$ cat src/sv/ascp_pkg.sv
package ascp_pkg;

	localparam int BYTE_W  = 8;
	localparam int SKIP_W  = 4;
	localparam int VALUE_W = 16;
	localparam int IN_W    = 8;
	localparam int RES_W   = 5 + BYTE_W + VALUE_W + VALUE_W + BYTE_W;
	localparam int OUT_W   = ((RES_W + 7) / 8) * 8;

	localparam logic [SKIP_W-1:0] NIBBLE_MASK = 4'hf;

	localparam logic [BYTE_W-1:0] CMD_START_UP   = 8'd0;
	localparam logic [BYTE_W-1:0] CMD_START_DOWN = 8'd1;
	localparam logic [BYTE_W-1:0] CMD_MODE       = 8'd2;
	localparam logic [BYTE_W-1:0] CMD_MIN        = 8'd3;
	localparam logic [BYTE_W-1:0] CMD_MAX        = 8'd4;
	localparam logic [BYTE_W-1:0] CMD_ADDRESS    = 8'd5;

	localparam logic [SKIP_W-1:0] BROADCAST_ADDR = 4'd0;

	typedef enum logic [1:0] {
		PH_HEADER  = 2'd0,
		PH_COMMAND = 2'd1,
		PH_DATA1   = 2'd2,
		PH_DATA2   = 2'd3
	} phase_t;

	typedef struct packed {
		logic [SKIP_W-1:0]  skip_count;
		phase_t             phase;
		logic [BYTE_W-1:0]  held_command;
		logic [BYTE_W-1:0]  high_byte;
		logic [BYTE_W-1:0]  own_address;
		logic [BYTE_W-1:0]  mode_value;
		logic [VALUE_W-1:0] min_value;
		logic [VALUE_W-1:0] max_value;
	} state_t;

	localparam state_t STATE_RESET = '{
		skip_count:   '0,
		phase:        PH_HEADER,
		held_command: '0,
		high_byte:    '0,
		own_address:  8'd1,
		mode_value:   8'd3,
		min_value:    16'd5,
		max_value:    16'd60
	};

	typedef struct packed {
		logic [BYTE_W-1:0]  cur_address;
		logic [VALUE_W-1:0] cur_max;
		logic [VALUE_W-1:0] cur_min;
		logic [BYTE_W-1:0]  cur_mode;
		logic               reschedule_strobe;
		logic               start_up;
		logic               start_strobe;
		logic               delay_strobe;
		logic               skipped;
	} result_t;

endpackage

$ cat src/sv/ascp_core.sv
module ascp_core (
	input  ascp_pkg::state_t                cur,
	input  logic [ascp_pkg::BYTE_W-1:0]     rx_byte,
	output ascp_pkg::state_t                nxt,
	output ascp_pkg::result_t               res
);
	import ascp_pkg::*;

	logic [SKIP_W-1:0] nib;

	assign nib = rx_byte[SKIP_W-1:0] & NIBBLE_MASK;

	always_comb begin
		nxt = cur;
		res = '0;
		if (cur.skip_count != '0) begin
			nxt.skip_count = cur.skip_count - 4'd1;
			res.skipped = 1'b1;
		end else begin
			res.delay_strobe = 1'b1;
			case (cur.phase)
				PH_HEADER: begin
					if ({4'd0, nib} == cur.own_address || nib == BROADCAST_ADDR)
						nxt.phase = PH_COMMAND;
					else
						nxt.skip_count = rx_byte[BYTE_W-1:SKIP_W];
				end
				PH_COMMAND: begin
					nxt.held_command = rx_byte;
					if (rx_byte == CMD_START_UP || rx_byte == CMD_START_DOWN) begin
						res.start_strobe = 1'b1;
						res.start_up = (rx_byte == CMD_START_UP);
						nxt.phase = PH_HEADER;
					end else begin
						nxt.phase = PH_DATA1;
					end
				end
				PH_DATA1: begin
					nxt.phase = PH_HEADER;
					if (cur.held_command == CMD_MODE) begin
						nxt.mode_value = rx_byte;
						res.reschedule_strobe = 1'b1;
					end else if (cur.held_command == CMD_MIN ||
							cur.held_command == CMD_MAX) begin
						nxt.high_byte = rx_byte;
						nxt.phase = PH_DATA2;
					end else if (cur.held_command == CMD_ADDRESS) begin
						nxt.own_address = rx_byte;
					end
				end
				PH_DATA2: begin
					if (cur.held_command == CMD_MIN)
						nxt.min_value = {cur.high_byte, rx_byte};
					else if (cur.held_command == CMD_MAX)
						nxt.max_value = {cur.high_byte, rx_byte};
					res.reschedule_strobe = 1'b1;
					nxt.phase = PH_HEADER;
				end
				default: begin
					nxt.phase = PH_HEADER;
				end
			endcase
		end
		res.cur_mode    = nxt.mode_value;
		res.cur_min     = nxt.min_value;
		res.cur_max     = nxt.max_value;
		res.cur_address = nxt.own_address;
	end

endmodule

$ cat src/sv/addressed_serial_command_parser_unit.sv
// Path: a byte accepted into the input register passes the core into the output register, which drives m_axis.
// Throughput: one byte per cycle; an input register and an output register part the
// two sides, so backpressure on m_axis stalls the input only when both are full.
// Reset (arst_n low, asynchronous): both stages empty, skip count and phase cleared,
// address 1, mode 3, minimum 5, maximum 60.
module addressed_serial_command_parser_unit (
	input  logic                          clk,
	input  logic                          arst_n,
	input  logic                          s_axis_tvalid,
	output logic                          s_axis_tready,
	input  logic [ascp_pkg::IN_W-1:0]     s_axis_tdata,  // [7:0] rx_byte
	output logic                          m_axis_tvalid,
	input  logic                          m_axis_tready,
	// [0] skipped, [1] delay_strobe, [2] start_strobe, [3] start_up,
	// [4] reschedule_strobe, [12:5] cur_mode, [28:13] cur_min,
	// [44:29] cur_max, [52:45] cur_address, [55:53] zero
	output logic [ascp_pkg::OUT_W-1:0]    m_axis_tdata
);
	import ascp_pkg::*;

	logic              valid_s1;
	logic [BYTE_W-1:0] byte_s1;
	logic              valid_s2;
	result_t           res_s2;
	state_t            state_q;
	state_t            state_nxt;
	result_t           res_nxt;
	logic              advance;

	ascp_core u_core (
		.cur     (state_q),
		.rx_byte (byte_s1),
		.nxt     (state_nxt),
		.res     (res_nxt)
	);

	assign advance       = valid_s1 && (!valid_s2 || m_axis_tready);
	assign s_axis_tready = !valid_s1 || advance;
	assign m_axis_tvalid = valid_s2;
	assign m_axis_tdata  = {{(OUT_W - RES_W){1'b0}}, res_s2};

	always_ff @(posedge clk or negedge arst_n) begin
		if (!arst_n) begin
			valid_s1 <= 1'b0;
			valid_s2 <= 1'b0;
			state_q  <= STATE_RESET;
		end else begin
			if (s_axis_tready)
				valid_s1 <= s_axis_tvalid;
			if (advance) begin
				valid_s2 <= 1'b1;
				state_q  <= state_nxt;
			end else if (m_axis_tready) begin
				valid_s2 <= 1'b0;
			end
		end
	end

	always_ff @(posedge clk) begin
		if (s_axis_tready && s_axis_tvalid)
			byte_s1 <= s_axis_tdata[BYTE_W-1:0];
		if (advance)
			res_s2 <= res_nxt;
	end

endmodule
$ cat config.mk
export PLATFORM = sky130hd
export DESIGN_NAME = addressed_serial_command_parser_unit
export DESIGN_NICKNAME = d
export VERILOG_FILES = /design/src/sv/ascp_pkg.sv /design/src/sv/ascp_core.sv /design/src/sv/addressed_serial_command_parser_unit.sv
export SDC_FILE = /design/constraint.sdc
export NUM_CORES = 1
export LEC_CHECK = 0
export BUFFER_PORTS_ARGS = -buffer_cell sky130_fd_sc_hd__buf_4
export CORE_ASPECT_RATIO = 0.75
export CORE_UTILIZATION = 40
export DETAILED_ROUTE_END_ITERATION = 8
export SETUP_SLACK_MARGIN = 0.15
export SLEW_MARGIN = 10
export SYNTH_ARGS = -nofsm -noshare
export SYNTH_HDL_FRONTEND = slang
export SYNTH_SLANG_ARGS = --single-unit
$ cat constraint.sdc
create_clock -name clk -period 2.9 [get_ports clk]
set_input_delay 0.58 -clock clk [delete_from_list [all_inputs] [get_ports clk]]
set_output_delay 0.58 -clock clk [all_outputs]
set_load 0.05 [all_outputs]
==> impl_results.md <==
* Critical path cell sequence: inv_1 -> ha_1 -> or3b_1 -> nor4_4 -> nand4b_4 -> nand2b_2 -> mux2_4
* Main synth FF type: dfrtp_1
* Synth warn at 0
* Sequential share of power at 45.1%
* Asr flop ratio synth at 54.1%
* Row count at 36
* Finish-stage setup viols at 0
* Outcome: finished with violations
* EDFF count, synth at 61
* Tightest Pin Transition at 0.788 ns
* Commonest non-fill, non-tap cell in the layout: mux2_2
* Crit path from: state_q[66]$_DFFE_PN0P_
* Worst slew margin at 47.5%
* Worst Path Buf+Inv at 1
* Largest net degree at the start of global routing at 60
* Max-slew violations at 0
* CP startpoint kind: flip-flop
* Setup Crit Path Kind: flip-flop to flip-flop
* Clock Power Share at 39.7%
* Clk root buf: clkbuf_16
* IO Pins at 70
* Critical path depth in cells at 7
* CP endpoint kind: flip-flop
* Chip height at 104 um
* Max clock buf depth at 2
* Final worst-path cycle share at 89.0%
* Share of post-route cells with drive strength above 1 at 50.8%
* Post-DP HPWL at 6960 um
* Antenna violations before repair at 0
* CTS H-tree lvls at 4
* Die Area at 14400 um2
* Total number of vias at 3115
* Initial DRT Pass Iterations at 6
* Critical Path RT at 3.19 ns
* RePlAce Congestion at 0.803
* Pint at 0.00363 W
* Layout Skew at 0.00957 ns
* Hold buffer count at CTS at 0
* # diodes at 0
* Post-Place Cells at 582
* Failing checks: DRC
* Max Fclk at 0.387 GHz
* Pwr/cell area at 736 nW/um2
* Crit path max fanout at 8
* Global-route wire length before repair at 17300 um
* Final core utilization at 51.9%
* Mean post-synth cell area at 16.0 um2
* Layout area overhead at 23.4%
* Final cell count without fillers at 616
* LEAKAGE at 3.14 nW
* Avg WL per Cell at 17.6 um
* Worst EP arrival at 2.87 ns
* VDD IR max at 587 uV
* Fillcell total at 1087
* Antenna viol nets, final at 0
* R2r setup slk at 0.32 ns
* Drt drc at 10
* Slowest-stage cell, CP: or3b_1
* Capturing point of the worst reg2reg path: state_q[47]$_DFFE_PN0P_
* Clock Latency Late Sink at 0.41 ns
* Total Wirelength at 10800 um
* RSZ-0062 raised after global routing: true
* Die X at 138 um
* Core area at 13300 um2
* Initial DRC Count at 147
* Post-Syn Area at 5590 um2
* CTS buffer count at 17
* Critical Path Sink: state_q[47]$_DFFE_PN0P_
* Slowest stage delay, CP at 0.48 ns
* All-Layer GR Usage at 16.0%
* Top Family by Delay on Critical Path: simple AND/OR/NAND/NOR gates
* FF-to-FF path depth at 7
* Reg2Reg Launch Point: state_q[66]$_DFFE_PN0P_
* Syn Inst Count at 349
* Netlist cell types at 50
* Commonest cells after routing, fill and taps aside: 81 x mux2_2, 79 x buf_4, 62 x dfrtp_1, 61 x edfxtp_1, 18 x mux2_1
* Gate power share at 15.3%
* Register area share after synthesis at 65.3%
* Final Hold Violating Endpoints at 0
* Final critical-path required period at 2.58 ns
* Worst hold-check path type: input port to async pin
* Starting Density at 42.0%
* Hold WS at 0.236 ns
* Clock transition at path regs at 0.06 ns
* Max Cap Viol at 0
* Number of port buffers at 66
* Clk sinks at 133
* Switching fraction of total power at 28.4%
* Post-DR vias/cell at 5.06
* Gr ovfl total at 0
* CTS tree: yes
* Net Sw Power at 0.00144 W
* Yosys reg bits at 133
* Nets at 445
* Vias in the first global route at 3105
* Setup TNS at 0 ns
[layer usage]
layer  GRT usage [%]  part of all wire (%)  vias to the layer above
met4            6.58                   1.6                        0
met5               0                     0                        -
met1            21.5                    49                     1562
met2            24.3                    45                       79
met3            4.60                   4.3                       16
li1                -                     -                     1458
[Yosys cell counts (3+ instances only)]
library cell / n / share of area [%]
a21oi_1: 4 / 0.36
buf_4: 3 / 0.40
buf_6: 3 / 0.60
clkbuf_1: 8 / 0.54
dfrtp_1: 63 / 28
dfstp_2: 9 / 4.2
edfxtp_1: 61 / 33
inv_1: 4 / 0.27
mux2_1: 18 / 3.6
mux2_2: 81 / 16
mux2_4: 8 / 2.2
nand2_1: 18 / 1.2
nand2b_1: 5 / 0.56
nor2_1: 8 / 0.54
nor2b_1: 4 / 0.45
nor4_1: 3 / 0.34
o21ai_0: 7 / 0.63
xor2_1: 3 / 0.47
[layout make-up]
| class | instances | area, um2 | share of cell area (%) |
|---|---|---|---|
| clock inverters | 12 | 108 | 1.56 |
| well taps | 171 | 214 | 3.11 |
| inverters | 5 | 22.5 | 0.327 |
| flip-flops and latches | 133 | 3650 | 52.9 |
| multi-input cells | 196 | 1850 | 26.9 |
| clock buffers | 20 | 457 | 6.63 |
| repair buffers | 79 | 593 | 8.61 |
[power groups by stage]
| stage | registers [W] | clock network, W | logic, W |
|---|---|---|---|
| 2_1_floorplan | 0.00244 | 0 | 0.000431 |
| 3_3_place_gp | 0.00231 | 0 | 0.000768 |
| 3_5_place_dp | 0.00232 | 0 | 0.000781 |
| 4_1_cts | 0.00228 | 0.00206 | 0.000782 |
| 5_1_grt | 0.00230 | 0.00214 | 0.000836 |
| 6_report | 0.00228 | 0.00201 | 0.000774 |
[state kept, by name, summed over array words and instances (netlist names)]
signal / count
byte_s1: 8
m_axis_tdata: 53
m_axis_tvalid: 1
state_q: 70
valid_s1: 1
[cell families (layout without fill, tap and decap cells)]
kind of cell | count (synthesis) | after routing | share of synthesized area, %
AOI/OAI and AO/OA | 19 | 19 | 2.22
xor gates and xnor gates | 5 | 5 | 0.784
adders and majority gates | 1 | 1 | 0.224
buffers and inverters | 22 | 116 | 2.11
DFF | 133 | 133 | 65.3
muxes | 107 | 107 | 22.1
other | 1 | 3 | 0.0671
and+or+nand+nor | 61 | 61 | 7.24
[repair_timing]
item,4_1_cts,5_1_grt
buffers inserted,0,2
gates resized for setup,0,2
endpoints found under the hold margin,0,0
setup endpoints to repair,0,26
[stage by stage]
step	total power (W)	setup WS [ns]	instance area, um2
after CTS	0.00512	0.201	6870
final	0.00507	0.319	6890
after global placement	0.00308	0.288	6310
after detailed placement	0.00310	0.208	6310
after floorplan	0.00287	0.303	5610
after global routing	0.00528	0.141	6890
[worst min path at each step]
stage	start	end	slack (ns)	cells past startpoint
after global routing	arst_n	state_q[61]$_DFFE_PN0P_	0.30	1
after global placement	state_q[9]$_DFFE_PN0P_	state_q[9]$_DFFE_PN0P_	0.46	1
after CTS	arst_n	state_q[61]$_DFFE_PN0P_	0.27	1
after floorplan	arst_n	m_axis_tvalid$_DFFE_PN0P_	0.28	0
final	arst_n	state_q[61]$_DFFE_PN0P_	0.24	1
after detailed placement	state_q[11]$_DFFE_PN0P_	state_q[11]$_DFFE_PN0P_	0.47	1
No activity file was read; power rests on OpenSTA's default activity.
